### config.mk
export PLATFORM = sky130hd
export DESIGN_NAME = lcgs_controller
export DESIGN_NICKNAME = d
export VERILOG_FILES = /design/src/design/lcgs_pkg.sv /design/src/design/lcgs_controller.sv
export VERILOG_INCLUDE_DIRS = /design/src /design/src/design
export SDC_FILE = /design/constraint.sdc
export NUM_CORES = 1
export LEC_CHECK = 0
export ABC_AREA = 0
export BUFFER_PORTS_ARGS = -buffer_cell sky130_fd_sc_hd__buf_2
export CAP_MARGIN = 25
export CORE_ASPECT_RATIO = 0.7
export CORE_MARGIN = 10
export CORE_UTILIZATION = 40
export CTS_BUF_LIST = sky130_fd_sc_hd__clkbuf_16
export CTS_CLUSTER_DIAMETER = 100
export DETAILED_ROUTE_END_ITERATION = 8
export PLACE_DENSITY_LB_ADDON = 0.2
export SLEW_MARGIN = 10
export SYNTH_ARGS = -nofsm -noshare
export SYNTH_HDL_FRONTEND = slang
export SYNTH_SLANG_ARGS = --single-unit
### constraint.sdc
create_clock -name clk -period 5.8 [get_ports clk]
set_input_delay 0.58 -clock clk [delete_from_list [all_inputs] [get_ports clk]]
set_output_delay 0.58 -clock clk [all_outputs]
set_load 0.01 [all_outputs]
### src/design/assert_macros.svh
// ----------------------------------------------------------------------------
// Assertion macros
// Shared concurrent assertion forms, clocked on clk and gated by reset.
// ----------------------------------------------------------------------------
`ifndef ASSERT_MACROS_SVH
`define ASSERT_MACROS_SVH

// Checks a property at every clock edge outside reset.
`define LCGS_ASSERT(label, prop, msg) \
    label: assert property (@(posedge clk) disable iff (!rst_n) (prop)) else $error(msg);

// Checks that a trigger is followed in the next cycle by a consequence.
`define LCGS_ASSERT_NEXT(label, trig, cons, msg) \
    label: assert property (@(posedge clk) disable iff (!rst_n) (trig) |=> (cons)) \
        else $error(msg);

`endif

### src/design/lcgs_pkg.sv
// ----------------------------------------------------------------------------
// Grid search package
// Sizes, codes, command and status types and saturating helpers.
// ----------------------------------------------------------------------------
package lcgs_pkg;

    localparam int DIMS         = 10;
    localparam int CONS         = 10;
    localparam int COEF_STRIDE  = 12;
    localparam int COEF_COUNT   = CONS * COEF_STRIDE;
    localparam int GRID_COUNT   = 3 * DIMS;
    localparam int OFFSET_J     = 10;
    localparam int BASE_J       = 11;
    localparam int COORD_FIELDS = 10;

    localparam int D_W     = (DIMS > 1) ? $clog2(DIMS) : 1;
    localparam int J_W     = $clog2(COEF_STRIDE);
    localparam int IDX_W   = 7;
    localparam int VAL_W   = 32;
    localparam int SCALE_W = 16;
    localparam int HIT_W   = 48;
    localparam int ACC_W   = 64;
    localparam int TOL_W   = VAL_W + SCALE_W + 1;

    localparam logic [SCALE_W-1:0] SCALE_RESET = 16'd19661;
    localparam logic [HIT_W-1:0]   HIT_MAX     = '1;

    // Reciprocal constants for index / 12 over a 7 bit index and index / 3 for indices below 32.
    localparam int RECIP12       = 43;
    localparam int RECIP12_SHIFT = 9;
    localparam int RECIP3        = 11;
    localparam int RECIP3_SHIFT  = 5;

    typedef enum logic [1:0] {
        REQ_COEF,
        REQ_GRID,
        REQ_START,
        REQ_ADVANCE
    } req_t;

    typedef enum logic [1:0] {
        ST_ACK,
        ST_REJECT,
        ST_ACCEPT,
        ST_FINISHED
    } status_t;

    typedef enum logic [1:0] {
        PH_IDLE,
        PH_ARMED,
        PH_RUN,
        PH_DONE
    } phase_t;

    typedef enum logic [2:0] {
        OP_NONE,
        OP_EMPTY,
        OP_ODO,
        OP_MAC,
        OP_OFF,
        OP_BASE,
        OP_CHECK
    } op_t;

    typedef enum logic [3:0] {
        S_IDLE,
        S_LOAD_COEF,
        S_LOAD_GRID,
        S_EMPTY,
        S_EMPTY_WAIT,
        S_START_DONE,
        S_FINISH,
        S_ODO,
        S_ODO_WAIT,
        S_ODO_DECIDE,
        S_MAC,
        S_OFF,
        S_BASE,
        S_CHECK,
        S_CHECK_WAIT,
        S_RESULT
    } state_t;

    typedef struct packed {
        op_t            op;
        logic [D_W-1:0] d;
        logic           latch;
        logic           wr_coef;
        logic           wr_grid;
        logic           set_ack;
        logic           set_fin;
        logic           clr_hit;
    } cmd_t;

    typedef struct packed {
        logic empty;
        logic carry;
    } dp_stat_t;

    function automatic logic [ACC_W-1:0] sat_add(input logic [ACC_W-1:0] a,
                                                 input logic [ACC_W-1:0] b);
        logic [ACC_W-1:0] s;
        s = a + b;
        if (a[ACC_W-1] == b[ACC_W-1] && s[ACC_W-1] != a[ACC_W-1])
            s = a[ACC_W-1] ? {1'b1, {(ACC_W-1){1'b0}}} : {1'b0, {(ACC_W-1){1'b1}}};
        return s;
    endfunction

    function automatic logic [ACC_W-1:0] sat_sub(input logic [ACC_W-1:0] a,
                                                 input logic [ACC_W-1:0] b);
        logic [ACC_W-1:0] s;
        s = a - b;
        if (a[ACC_W-1] != b[ACC_W-1] && s[ACC_W-1] != a[ACC_W-1])
            s = a[ACC_W-1] ? {1'b1, {(ACC_W-1){1'b0}}} : {1'b0, {(ACC_W-1){1'b1}}};
        return s;
    endfunction

endpackage

### src/design/lcgs_controller.sv
// ----------------------------------------------------------------------------
// Grid search controller
// Sequences loads, search start, odometer steps and the point check, and
// tracks the search phase.
// ----------------------------------------------------------------------------
`include "assert_macros.svh"

module lcgs_controller
    import lcgs_pkg::*;
(
    input  logic     clk,
    input  logic     rst_n,
    input  logic     in_valid,
    input  req_t     in_req,
    output logic     in_ready,
    output logic     out_valid,
    input  logic     out_ready,
    output cmd_t     cmd,
    input  dp_stat_t stat
);

    state_t         state_reg, state_next;
    phase_t         phase_reg, phase_next;
    logic [D_W-1:0] cnt_reg, cnt_next;

    always_comb
    begin
        state_next = state_reg;
        phase_next = phase_reg;
        cnt_next   = cnt_reg;
        case (state_reg)
            S_IDLE:
            begin
                if (in_valid)
                begin
                    case (in_req)
                        REQ_COEF:  state_next = S_LOAD_COEF;
                        REQ_GRID:  state_next = S_LOAD_GRID;
                        REQ_START:
                        begin
                            state_next = S_EMPTY;
                            cnt_next   = '0;
                        end
                        REQ_ADVANCE:
                        begin
                            if (phase_reg == PH_ARMED)
                            begin
                                phase_next = PH_RUN;
                                state_next = S_MAC;
                                cnt_next   = '0;
                            end
                            else if (phase_reg == PH_RUN)
                            begin
                                state_next = S_ODO;
                                cnt_next   = D_W'(DIMS - 1);
                            end
                            else
                            begin
                                state_next = S_FINISH;
                            end
                        end
                        default: state_next = S_IDLE;
                    endcase
                end
            end
            S_LOAD_COEF:  state_next = S_RESULT;
            S_LOAD_GRID:  state_next = S_RESULT;
            S_EMPTY:
            begin
                if (cnt_reg == D_W'(DIMS - 1))
                    state_next = S_EMPTY_WAIT;
                else
                    cnt_next = cnt_reg + D_W'(1);
            end
            S_EMPTY_WAIT: state_next = S_START_DONE;
            S_START_DONE:
            begin
                phase_next = stat.empty ? PH_DONE : PH_ARMED;
                state_next = S_RESULT;
            end
            S_FINISH:     state_next = S_RESULT;
            S_ODO:
            begin
                if (cnt_reg == '0)
                    state_next = S_ODO_WAIT;
                else
                    cnt_next = cnt_reg - D_W'(1);
            end
            S_ODO_WAIT:   state_next = S_ODO_DECIDE;
            S_ODO_DECIDE:
            begin
                if (stat.carry)
                begin
                    phase_next = PH_DONE;
                    state_next = S_FINISH;
                end
                else
                begin
                    state_next = S_MAC;
                    cnt_next   = '0;
                end
            end
            S_MAC:
            begin
                if (cnt_reg == D_W'(DIMS - 1))
                    state_next = S_OFF;
                else
                    cnt_next = cnt_reg + D_W'(1);
            end
            S_OFF:        state_next = S_BASE;
            S_BASE:       state_next = S_CHECK;
            S_CHECK:      state_next = S_CHECK_WAIT;
            S_CHECK_WAIT: state_next = S_RESULT;
            S_RESULT:
            begin
                if (out_ready)
                    state_next = S_IDLE;
            end
            default:      state_next = S_IDLE;
        endcase
    end

    always_comb
    begin
        in_ready    = (state_reg == S_IDLE);
        out_valid   = (state_reg == S_RESULT);
        cmd.op      = OP_NONE;
        cmd.d       = cnt_reg;
        cmd.latch   = in_ready && in_valid;
        cmd.wr_coef = 1'b0;
        cmd.wr_grid = 1'b0;
        cmd.set_ack = 1'b0;
        cmd.set_fin = 1'b0;
        cmd.clr_hit = 1'b0;
        case (state_reg)
            S_LOAD_COEF:
            begin
                cmd.wr_coef = 1'b1;
                cmd.set_ack = 1'b1;
            end
            S_LOAD_GRID:
            begin
                cmd.wr_grid = 1'b1;
                cmd.set_ack = 1'b1;
            end
            S_EMPTY:      cmd.op = OP_EMPTY;
            S_START_DONE:
            begin
                cmd.set_ack = 1'b1;
                cmd.clr_hit = 1'b1;
            end
            S_FINISH:     cmd.set_fin = 1'b1;
            S_ODO:        cmd.op = OP_ODO;
            S_MAC:        cmd.op = OP_MAC;
            S_OFF:        cmd.op = OP_OFF;
            S_BASE:       cmd.op = OP_BASE;
            S_CHECK:      cmd.op = OP_CHECK;
            default:      cmd.op = OP_NONE;
        endcase
    end

    always_ff @(posedge clk or negedge rst_n)
    begin
        if (!rst_n)
        begin
            state_reg <= S_IDLE;
            phase_reg <= PH_IDLE;
            cnt_reg   <= '0;
        end
        else
        begin
            state_reg <= state_next;
            phase_reg <= phase_next;
            cnt_reg   <= cnt_next;
        end
    end

    `LCGS_ASSERT(a_one_side, !(in_ready && out_valid), "input and output sides both open")
    `LCGS_ASSERT(a_cnt_range, cnt_reg <= D_W'(DIMS - 1), "dimension counter out of range")
    `LCGS_ASSERT_NEXT(a_carry_done, (state_reg == S_ODO_DECIDE) && stat.carry, phase_reg == PH_DONE, "odometer carry did not end search")

endmodule
After elaboration in Yosys (flattened, before gate mapping):

Index checks and enable logic that the tools add are counted.

* bits in registers: 10
* bits of input ports: 8
* output and inout bits: 15
* logic and storage cells: 81

* add/sub/neg operators: 2
* equal/unequal tests: 34
* multiplexer cells: 30
* reduce and logical (&&, ||, !) cells: 12

Operator list (count)
* two-way mux 4 bit: 13
* one-hot mux 4 bit (12 select lines): 1
* == test 4 bit (second input constant): 9
* one-hot mux 4 bit (4 select lines): 2
* one-hot mux 3 bit (6 select lines): 1
* == test 4 x 3 -> 1 bit (second input constant): 4
* inequality test 2 bit (second input constant): 8
* two-way mux 2 bit: 5
* AND reduction 5 bit: 2
* == test 4 x 2 -> 1 bit (second input constant): 2
* zero test 4 bit: 2
* one-hot mux 4 bit (2 select lines): 1
* AND reduction 7 bit: 1
* == test 2 bit (second input constant): 3
* two-way mux 1 bit: 6
* inequality test 2 x 1 -> 1 bit (second input constant): 3
* one-hot mux 2 bit (3 select lines): 1
* OR reduction 5 bit: 1
* adder 4 x 1 -> 4 bit (second input constant): 1
* == test 2 x 1 -> 1 bit (second input constant): 2
* == test 4 x 1 -> 1 bit (second input constant): 1
* inequality test 4 bit (second input constant): 1
* nonzero test 4 bit: 1
* subtractor 4 x 1 -> 4 bit (second input constant): 1
* other kinds (6): 6

Logic depth before layout (Yosys ltp):

Gate-level depths: netlist of the first run.

* depth after elaboration: 6
* mapped depth: 10
* depth with buffers taken out: 9

Least setup slack after synthesis of the first run:

Ideal clock, no wire load.

* kind: register -> register
* from: register state_reg[2]
* to: register cnt_reg[3]
* arrival time: 1.963 ns
* data required time: 5.672 ns
* slack: 3.709 ns
* cell stages (with the launch flop): 11
* cell sequence: dfrtp_1 > buf_2 > nand2b_1 > nor2_2 > inv_1 > ha_1 > a21o_1 > a21oi_1 > xnor3_1 > o21ai_0 > mux2_1

* longest elaborated chain between the ends: 4
* elaborated cells between the ends (all ways): 15
* those cells by class: 10 x eq/ne; 1 x mux; 4 x reduce/logical

RTL lines
* start, declared: RTL line lcgs_controller.sv:22 `state_t state_reg, state_next;`
* start signal, assigned: RTL line lcgs_controller.sv:172 `state_reg <= state_next;`
* == test 4 bit or == test 4 x 2 -> 1 bit (tied branches): RTL line lcgs_controller.sv:31 `case (state_reg)`
* OR reduction 2 bit (no line)
* inequality test 2 bit (no line) or nonzero test 4 bit (tied branches)
* AND reduction 7 bit (no line)
* end signal, assigned: RTL line lcgs_controller.sv:174 `cnt_reg <= cnt_next;`
* end, declared: RTL line lcgs_controller.sv:24 `logic [D_W-1:0] cnt_reg, cnt_next;`

Several ways; a longest one is shown, not always the timed one.
A chain may end at the register's enable or synchronous reset.

Final worst setup path of the first run:

* from: register state_reg[0]
* to: register cnt_reg[3]

The elaborated chain is that of the path after synthesis.

==> results of run 1 <==
[where the power goes]
| part | total, mW | internal (mW) | switching (mW) |
|---|---|---|---|
| Combinational | 0.384 | 0.177 | 0.207 |
| Clock | 0.123 | 0.0904 | 0.0325 |
| Sequential | 0.178 | 0.0950 | 0.0834 |
[routing by layer]
metal  share of wire, %  GRT usage [%]  vias to the layer above
met5                  0              0                        -
met1                 49          15.41                      478
met3                5.2          2.011                        4
met2                 45          15.38                       27
li1                   -              -                      493
met4               0.70          3.289                        0
[synth_stat cells (all sizes together) (4+ instances only)]
cell type / count / area share [%]
a21oi: 7 / 3.4
a31oi: 5 / 3.0
buf: 6 / 3.7
dfrtp: 10 / 24
inv: 9 / 3.3
mux2: 4 / 4.4
nand2: 5 / 2.1
nand2b: 5 / 3.0
nor2: 14 / 5.4
nor2b: 4 / 2.4
nor3: 4 / 2.0
o211ai: 4 / 2.9
o21ai: 5 / 2.4
[area by class of cell]
class	count	area, µm²	area share [%]
Tap cell	34	42.54	3.498
Timing Repair Buffer	22	110.1	9.054
Clock buffer	3	75.07	6.173
Inverter	9	33.78	2.778
Multi-Input combinational cell	97	700.7	57.61
Sequential cell	10	250.2	20.58
Clock inverter	1	3.754	0.3086
[critical path, cell delays in order (launching register included)]
cell,delay (ns)
dfrtp_1,0.75
xnor2_1,0.20
nor2_2,0.20
inv_1,0.08
ha_1,0.27
a21o_1,0.18
a21oi_1,0.15
xnor3_1,0.15
o21ai_0,0.06
mux2_1,0.29
[logic make-up (layout without fill, tap and decap cells)]
kind of cell / after synthesis / in the layout / share of synthesized area (%)
AO/OA/AOI/OAI: 33 / 33 / 23.17
XOR/XNOR: 4 / 4 / 4.756
adder cells (fa/ha/maj): 3 / 3 / 4.390
buffers and inverters: 16 / 35 / 7.316
flip-flops: 10 / 10 / 24.39
multiplexers: 5 / 5 / 5.366
AND/OR/NAND/NOR: 52 / 52 / 30.61
[worst paths after layout]
kind | slack [ns] | depth (start not counted) | end
worst min-delay path | 0.20 | 1 | state_reg[3]$_DFFE_PN0P_
min in group clk | 0.54 | 1 | phase_reg[1]$_DFFE_PN0P_
worst max-delay path | 3.35 | 9 | cnt_reg[3]$_DFFE_PN0P_
worst min register to register | 0.54 | 1 | phase_reg[1]$_DFFE_PN0P_
worst max register to register | 3.35 | 9 | cnt_reg[3]$_DFFE_PN0P_
max in group asynchronous | 5.41 | 1 | phase_reg[0]$_DFFE_PN0P_
[per-stage QoR]
| step | utilization [%] | instance area [µm²] |
|---|---|---|
| after floorplan | - | 1026 |
| after global placement | 46.26 | 1137 |
| after detailed placement | 46.26 | 1137 |
| after CTS | 49.47 | 1216 |
| after global routing | 49.47 | 1216 |
| final | 49.47 | 1216 |
==> impl_results.md, run 1 <==
* 1st-iter DRT viols at 88
* PostCTS Resize Cnt at 0
* Nets at 154
* Die X at 80.53 µm
* CP Data Arrival Time at 2.56 ns
* Commonest non-fill, non-tap cell in the layout: buf_2
* Pins Over Slew Limit at 0
* Clock Latency Late Sink at 0.24 ns
* Placed instance count at 172
* Worst-Margin Slew at 0.6447 ns
* Antenna viol nets, final at 0
* Sequential area share after synthesis at 24.39%
* CTS Hold Bufs at 0
* Setup slack after layout at 3.350 ns
* Post-Route WL at 2722 µm
* Vias after detailed routing at 1002
* Crit path time final at 2.450 ns
* Gr usage total at 10.72%
* Post-synth EDFFs at 0
* Synth unique cells at 52
* Avg Cell Area, Syn at 8.341 µm²
* Status: complete, no violations
* Rel. slew slack at 57.02%
* Final Non-Filler Cells at 176
* Core Footprint at 0.002459 mm²
* Ys async rst share at 100.0%
* Largest net degree at the start of global routing at 21
* Std-Cell Rows at 15
* Layout cells sized above 1 at 23.24%
* # diodes at 0
* Overflow after GRT at 0
* Final hold vios at 0
* Antenna violations before repair at 0
* Post-Syn Area at 0.001026 mm²
* RR Startpoint: state_reg[0]$_DFFE_PN0P_
* Most frequent cells in the layout: 22 x buf_2, 13 x nor2_1, 10 x dfrtp_1
* IO Count at 23
* Max Cap Viol at 0
* Vias per inst at 5.693
* Clock sink count at 10
* First-pass GRT wire length at 4533 µm
* CP max FO at 20
* CTS tree: yes
* RSZ-0062 raised after global routing: false
* Leakage at 0.5440 nW
* CTS Buffer Depth at 2
* Main synth FF type: dfrtp_1
* Fmax at 408.1 MHz
* Worst Setup Path Type: reg -> reg
* Initial core utilization at 41.73%
* Vias in the first global route at 961
* Final setup vio count at 0
* Crit start category: register
* Max VDD drop at 213.3 µV
* Detail Placement HPWL at 2093 µm
* Final period util at 42.25%
* CTS root buf: clkbuf_16
* Ys Warns at 0
* FILL cells at 239
* Post-Route Setup TNS at 0 ns
* Syn Nets at 134
* Clock Skews at 0.002714 ns
* CP endpoint kind: register
* First drt pass iteration count at 4
* Worst hold slack at 0.1962 ns
* Postcts setup bufs at 0
* RePlAce Congestion at 0.8527
* CP Launch Point: state_reg[0]$_DFFE_PN0P_
* Flops & latches, synth at 10
* Post-Synthesis Cells at 123
* Power density over the cells at 563.5 mW/mm²
* PnR Total Power at 0.6853 mW
* Die area at 0.005023 mm²
* Setup Slack @ Placement at 3.346 ns
* CTS H-Tree Depth at 1
* # DRC at 0
* Required @ worst endpoint at 5.91 ns
* Hold Crit Class: in -> async
* Area delta synth->final at 18.54%
* Clock-pin transition on the worst setup and hold timing paths at 0.04 ns
* PortBufs at 22
* CTS Buf Count at 3
* Post-DR wirelength/cell at 15.47 µm
* Die height at 62.37 µm
Note: power is estimated with default switching activity, not from simulation.
==> run 2, diff against run 1 <==
--- a/config.mk
+++ b/config.mk
@@ -6,7 +6,7 @@
 export SDC_FILE = /design/constraint.sdc
 export NUM_CORES = 1
 export LEC_CHECK = 0
-export ABC_AREA = 0
+export ABC_AREA = 1
 export BUFFER_PORTS_ARGS = -buffer_cell sky130_fd_sc_hd__buf_2
 export CAP_MARGIN = 25
 export CORE_ASPECT_RATIO = 0.7
==> constraint.sdc (replaced) <==
create_clock -name clk -period 2.6 [get_ports clk]
set_input_delay 0.26 -clock clk [delete_from_list [all_inputs] [get_ports clk]]
set_output_delay 0.26 -clock clk [all_outputs]
set_load 0.01 [all_outputs]
==> impl_results.md, run 2 <==
* First-pass GRT wire length at 4864 µm (+7.3%)
* Final hold vios at 0 (unchanged)
* RR Startpoint: state_reg[2]$_DFFE_PN0P_
* Area of the multi-input gates at 589.3 µm² (-16%)
* PortBufs at 22 (unchanged)
* Synth Area in XOR/XNOR at 0.9576% (-3.8 points)
* FF-to-FF End: cnt_reg[3]$_DFFE_PN0P_
* Post-DR wirelength/cell at 13.36 µm (-14%)
* Die height at 60.01 µm (-3.8%)
* Fmax at 482.4 MHz (+18%)
* Compound-gate portion of the synthesized area at 14.50% (-8.7 points)
* Sequential area share after synthesis at 27.36% (+3.0 points)
* Main synth FF type: dfrtp_1
* Post-Route WL at 2712 µm (-0.37%)
* Largest family of logic cells by synthesized area: simple AND/OR/NAND/NOR gates
* Commonest non-fill, non-tap cell in the layout: nand2_1
* Max Cap Viol at 0 (unchanged)
* IO Count at 23 (unchanged)
* Overflow after GRT at 0 (unchanged)
* Clock Latency Late Sink at 0.23 ns (about the same)
* Leading area contributor after synthesis: dfrtp_1
* Layout cells sized above 1 at 24.56% (+1.3 points)
* Pins Over Slew Limit at 0 (unchanged)
* Worst-Margin Slew at 0.3070 ns (-0.3377 ns)
* PnR Total Power at 1.591 mW (+130%)
* Die area at 0.004630 mm² (-7.8%)
* # DRC at 0 (unchanged)
* CTS tree: yes
* Clock sink count at 10 (unchanged)
* CTS root buf: clkbuf_16
* Largest cells by area after synthesis: dfrtp_1 27%, nand2_1 15%, nor2_1 9.0%
* Crit path time final at 2.073 ns (-0.3774 ns)
* Antenna violations before repair at 0 (unchanged)
* Max VDD drop at 550.2 µV (+160%)
* Post-Synthesis Cells at 145 (+18%)
* Post-Route Setup TNS at 0 ns (unchanged)
* WHS Endpoint: phase_reg[1]$_DFFE_PN0P_
* Nets at 184 (+19%)
* Post-synth EDFFs at 0 (unchanged)
* CTS Buf Count at 3 (unchanged)
* First drt pass iteration count at 6 (+2)
* Std-Cell Rows at 14 (-1)
* 1st-iter DRT viols at 150 (+70%)
* Antenna viol nets, final at 0 (unchanged)
* Clock Skews at 0.0005785 ns (-0.002136 ns)
* CTS Hold Bufs at 1 (+1)
* Mux share of post-synthesis cell area at 0% (-5.4 points)
* Required @ worst endpoint at 2.72 ns (-3.19 ns)
* Status: complete, no violations
* Simple-gate portion of the synthesized area at 44.05% (+13 points)
* Final Non-Filler Cells at 203 (+15%)
* Placed instance count at 199 (+16%)
* CP Launch Point: state_reg[2]$_DFFE_PN0P_
* Syn Nets at 156 (+16%)
* Final setup vio count at 0 (unchanged)
* CP max stage delay at 0.43 ns (-0.32 ns)
* Power density over the cells at 1384 mW/mm² (+150%)
* Crit path cell chain: nor2_1 -> nand2_2 -> nand2_4 -> inv_1 -> ha_1 -> a21o_1 -> nor2_1 -> nand3_1 -> nand3_1 -> nand2_1 -> nand2_1 -> nand2_1
* Leakage at 0.6426 nW (+18%)
* Fin util at 53.37% (+3.9 points)
* Yosys top cell area share at 27.36% (+3.0 points)
* Worst Hold Depth at 3
* Hold Crit Class: in -> reg
* # diodes at 0 (unchanged)
* Gr usage total at 12.95% (+2.2 points)
* FILL cells at 234 (-2.1%)
* Die X at 77.16 µm (-4.2%)
* Vias in the first global route at 1028 (+7.0%)
* Post-Syn Area at 914.6 µm² (-11%)
* Post-synthesis adder-cell area fraction at 4.925% (+0.53 points)
* Vias after detailed routing at 1057 (+5.5%)
* Rel. slew slack at 79.32% (+22 points)
* Vias per inst at 5.207 (-8.5%)
* Final period util at 79.73% (+37 points)
* Core Footprint at 0.002155 mm² (-12%)
* Area delta synth->final at 25.72%
* Most frequent cells in the layout: 36 x nand2_1, 22 x nor2_1, 22 x buf_2
* Worst Setup Path Type: reg -> reg
* Ys async rst share at 100.0% (unchanged)
* Ys Warns at 0 (unchanged)
* RSZ-0062 raised after global routing: false
* CTS Buffer Depth at 2 (unchanged)
* HP Start: stat[1]
* Most frequent cell after synthesis: nand2_1
* Flops & latches, synth at 10 (unchanged)
* PostCTS Resize Cnt at 0 (unchanged)
* Seq. cell area at 250.2 µm² (unchanged)
* Reg2Reg Depth at 12 (+3)
* Largest net degree at the start of global routing at 11 (-48%)
* CP endpoint kind: register
* Crit start category: register
* Clock-pin transition on the worst setup and hold timing paths at 0.04 ns (about the same)
* Postcts setup bufs at 0 (unchanged)
* CP max FO at 6 (-70%)
* Cell seen most often among critical-path stages: nand2_1
* Initial core utilization at 42.45% (+0.72 points)
* Worst reg2reg setup slack at 0.53 ns (-2.82 ns)
* Synth cell count leaders: 36 x nand2_1, 22 x nor2_1, 16 x inv_1
* RePlAce Congestion at 0.9217 (+8.1%)
* Avg Cell Area, Syn at 6.308 µm² (-24%)
* CTS H-Tree Depth at 1 (unchanged)
* CP max-delay cell: dfrtp_1
* Synth unique cells at 24 (-54%)
* Detail Placement HPWL at 2260 µm (+8.0%)
* CP Data Arrival Time at 2.19 ns (-0.37 ns)
-- run 2: cell types whose count changed after synthesis, moves of 6 or more --
| cell | delta |
|---|---|
| inv_1 | +7 |
| nand2_1 | +32 |
| nand2_2 | +6 |
| nand3_1 | +9 |
| nor2_1 | +9 |
| o21ai_0 | +6 |
-- run 2: worst max path at each step --
stage | to | cells after the start
floorplan | cnt_reg[3]$_DFFE_PN0P_ | 12
global placement | cnt_reg[3]$_DFFE_PN0P_ | 13
detailed placement | cnt_reg[3]$_DFFE_PN0P_ | 12
CTS | cnt_reg[3]$_DFFE_PN0P_ | 12
global route | cnt_reg[3]$_DFFE_PN0P_ | 13
finish | cnt_reg[3]$_DFFE_PN0P_ | 12
-- run 2: cell families after synthesis --
logic type      after synthesis
compound gates               23
xor+xnor                      1
fa+ha+maj                     3
buf+inv                      20
flops                        10
simple gates                 88
-- run 2: final cells by class --
| type | count | share of cell area, % |
|---|---|---|
| inverters | 20 | 6.529 |
| repair buffers | 23 | 10.45 |
| multi-input cells | 115 | 51.25 |
| flip-flops and latches | 10 | 21.76 |
| well taps | 32 | 3.482 |
| clock buffers | 3 | 6.529 |
-- run 2: routing by layer --
layer  vias up  share of wire [%]  global-route usage, %
met3         2                8.6                  2.695
met1       480                 51                  18.50
li1        534                  -                      -
met2        41                 40                  18.53
met4         0               0.70                  4.663
met5         -                  0                      0
-- run 2: report_power, final --
part / internal (mW) / switching (mW) / leakage, nW / total [mW]
combinational: 0.362 / 0.651 / 0.484 / 1.01
clock: 0.199 / 0.0645 / 0.0370 / 0.263
sequential: 0.224 / 0.0904 / 0.122 / 0.315
total: 0.785 / 0.806 / 0.643 / 1.59
-- run 2: through the flow --
| step | instance area, µm² | hold slack, ns | setup slack [ns] |
|---|---|---|---|
| after detailed placement | 1065 | 0.1363 | 0.5457 |
| after CTS | 1150 | 0.3010 | 0.5344 |
| after global routing | 1150 | 0.3639 | 0.2652 |
| after global placement | 1065 | 0.1347 | 0.6029 |
| after floorplan | 914.6 | -0.03559 | 0.7418 |
| final | 1150 | 0.3076 | 0.5269 |
-- run 2: worst max-delay path, delay by kind of cell (launching register included) --
family	cells	cell delay, ns
DFF	1	0.43
buffers and inverters	1	0.07
AOI/OAI and AO/OA	1	0.19
and+or+nand+nor	9	0.95
adders and majority gates	1	0.32
==> run 3, diff against run 2 <==
==> constraint.sdc (replaced) <==
create_clock -name clk -period 1.8 [get_ports clk]
set_input_delay 0.18 -clock clk [delete_from_list [all_inputs] [get_ports clk]]
set_output_delay 0.18 -clock clk [all_outputs]
set_load 0.01 [all_outputs]
==> impl_results.md, run 3 (synthesis results as in run 2) <==
* Final setup vio count at 0 (unchanged)
* Sequential Power Share at 16.7% (-3.1 points)
* Detail Placement HPWL at 2393 µm (+5.9%)
* GRT met1 Usage at 16.98% (-1.5 points)
* Std-Cell Rows at 14 (unchanged)
* Required @ worst endpoint at 1.62 ns (-1.10 ns)
* Placed instance count at 210 (+5.5%)
* Overflow after GRT at 0 (unchanged)
* # DRC at 0 (unchanged)
* Area delta synth->final at 40.36%
* CP max-delay cell: dfrtp_1
* Post-DR wirelength/cell at 13.82 µm (+3.4%)
* Reg2Reg Depth at 13 (+1)
* FILL cells at 220 (-6.0%)
* Post-Route WL at 2999 µm (+11%)
* Routing usage on met2 at 18.65% (+0.12 points)
* Clock-pin transition on the worst setup and hold timing paths at 0.04 ns (about the same)
* CP Launch Point: state_reg[3]$_DFFE_PN0P_
* CTS root buf: clkbuf_16
* Die height at 60.01 µm (unchanged)
* Final Non-Filler Cells at 217 (+6.9%)
* CP Data Arrival Time at 1.54 ns (-0.65 ns)
* PortBufs at 22 (unchanged)
* Most frequent cells in the layout: 36 x nand2_1, 22 x buf_2, 17 x nor2_1
* Leakage at 0.7060 nW (+9.9%)
* Worst Hold Depth at 3 (unchanged)
* Worst Setup Path Type: reg -> out
* Power density over the cells at 2044 mW/mm² (+48%)
* Largest net degree at the start of global routing at 11 (unchanged)
* Die area at 0.004630 mm² (unchanged)
* Levels on crit path at 7 (-5)
* CTS Buffer Depth at 2 (unchanged)
* Final period util at 95.65%
* First-pass GRT wire length at 4616 µm (-5.1%)
* IO Count at 23 (unchanged)
* CP bufs+invs at 4 (+3)
* RR Startpoint: state_reg[3]$_DFFE_PN0P_
* Busiest layer in global routing: met2
* Commonest non-fill, non-tap cell in the layout: nand2_1
* Gr usage total at 12.26% (-0.68 points)
* Power share of the combinational group at 68.0% (+4.3 points)
* CP max stage delay at 0.42 ns (about the same)
* First drt pass iteration count at 4 (-2)
* Pins Over Slew Limit at 0 (unchanged)
* Worst hold slack at 0.2006 ns (-0.1070 ns)
* P_sw at 1.278 mW (+59%)
* RSZ-0062 raised after global routing: true
* Vias per inst at 5.060 (-2.8%)
* Crit path cell chain: inv_2 -> buf_4 -> nand2_1 -> nor2_2 -> inv_1 -> o211ai_1 -> buf_2
* CP endpoint kind: output port
* Crit path max-delay family: buffers and inverters
* Seq. cell area at 252.7 µm² (+1.0%)
* Final hold vios at 0 (unchanged)
* Max Cap Viol at 0 (unchanged)
* Post-Route Setup TNS at 0 ns (unchanged)
* Vias after detailed routing at 1098 (+3.9%)
* Worst-Margin Slew at 0.2906 ns (-0.01634 ns)
* CP max FO at 4 (-2)
* Crit start category: register
* Clock power share at 15.3% (-1.2 points)
* Core Footprint at 0.002155 mm² (unchanged)
* Vias in the first global route at 993 (-3.4%)
* Int Pwr at 1.346 mW (+71%)
* Area of the multi-input gates at 619.3 µm² (+5.1%)
* CTS Buf Count at 3 (unchanged)
* Crit path time final at 1.722 ns
* Sw frac at 48.71% (-1.9 points)
* 1st-iter DRT viols at 136 (-9.3%)
* Die X at 77.16 µm (unchanged)
* # diodes at 0 (unchanged)
* Rel. slew slack at 80.42% (+1.1 points)
* CTS H-Tree Depth at 1 (unchanged)
* Fmax at 580.8 MHz
* Initial core utilization at 42.45% (unchanged)
* RePlAce Congestion at 0.9255 (+0.41%)
* Antenna violations before repair at 0 (unchanged)
* Clock Latency Late Sink at 0.24 ns (about the same)
* Met3 Usage GRT at 3.593% (+0.90 points)
* CTS tree: yes
* Max VDD drop at 708.7 µV (+29%)
* Antenna viol nets, final at 0 (unchanged)
* Nets at 197 (+7.1%)
* Clock Skews at 0.001590 ns (+0.001012 ns)
* Clock sink count at 10 (unchanged)
* Layout cells sized above 1 at 34.59% (+10 points)
* Hold Crit Class: in -> reg
* HP Start: stat[1]
* Status: complete, no violations
run 3: cell types whose count changed in the layout (fill, tap and decap cells not counted), sizes merged:
cell    delta
buf       +13
clkinv     +1
run 3: power groups by stage:
| stage | clock [mW] | sequential [mW] | combinational (mW) |
|---|---|---|---|
| after floorplan | 0 | 0.448 | 1.08 |
| after detailed placement | 0 | 0.429 | 1.68 |
| after global routing | 0.418 | 0.450 | 1.96 |
| after global placement | 0 | 0.426 | 1.66 |
| after CTS | 0.409 | 0.428 | 1.70 |
| final | 0.401 | 0.438 | 1.79 |
run 3: final cells by class:
cell class | count | area share [%]
clock buffer | 3 | 5.848
clock inverter | 1 | 0.2924
inverter | 20 | 5.848
multi-input combinational | 115 | 48.25
sequential | 10 | 19.69
tap | 32 | 3.119
timing repair buffer | 36 | 16.96
run 3: final timing paths:
check	to	slack (ns)
worst min-delay path	phase_reg[1]$_DFFE_PN0P_	0.20
max in group asynchronous	state_reg[0]$_DFFE_PN0P_	1.21
worst min register to register	phase_reg[0]$_DFFE_PN0P_	0.55
min in group asynchronous	cnt_reg[2]$_DFFE_PN0P_	0.35
worst max register to register	cnt_reg[3]$_DFFE_PN0P_	0.08
worst max-delay path	cmd[11]	0.08
run 3: metal layers:
layer | part of all wire [%] | vias up
met4 | 0.37 | 0
met2 | 43 | 46
met3 | 8.3 | 2
met1 | 48 | 495
met5 | 0 | -
li1 | - | 555
run 3: per-stage QoR:
step / setup WS (ns) / util (%) / area [µm²] / power, mW
floorplan: 0.04653 / - / 933.4 / 1.533
global placement: 0.07234 / 54.12 / 1166 / 2.086
detailed placement: 0.03998 / 54.12 / 1166 / 2.112
CTS: 0.02975 / 58.25 / 1255 / 2.532
global route: -0.04590 / 59.58 / 1284 / 2.826
finish: 0.07834 / 59.58 / 1284 / 2.624
run 3: tightest hold or removal path, cell delays in order:
cell     delay [ns]
buf_2          0.07
nor3_1         0.04
a21oi_1        0.10
run 3: repair_timing:
action                                 4_1_cts  5_1_grt
buffers inserted                             0        2
gates resized for setup                      0        6
hold buffers                                 1        0
endpoints found under the hold margin       10        0
setup endpoints to repair                    0        2
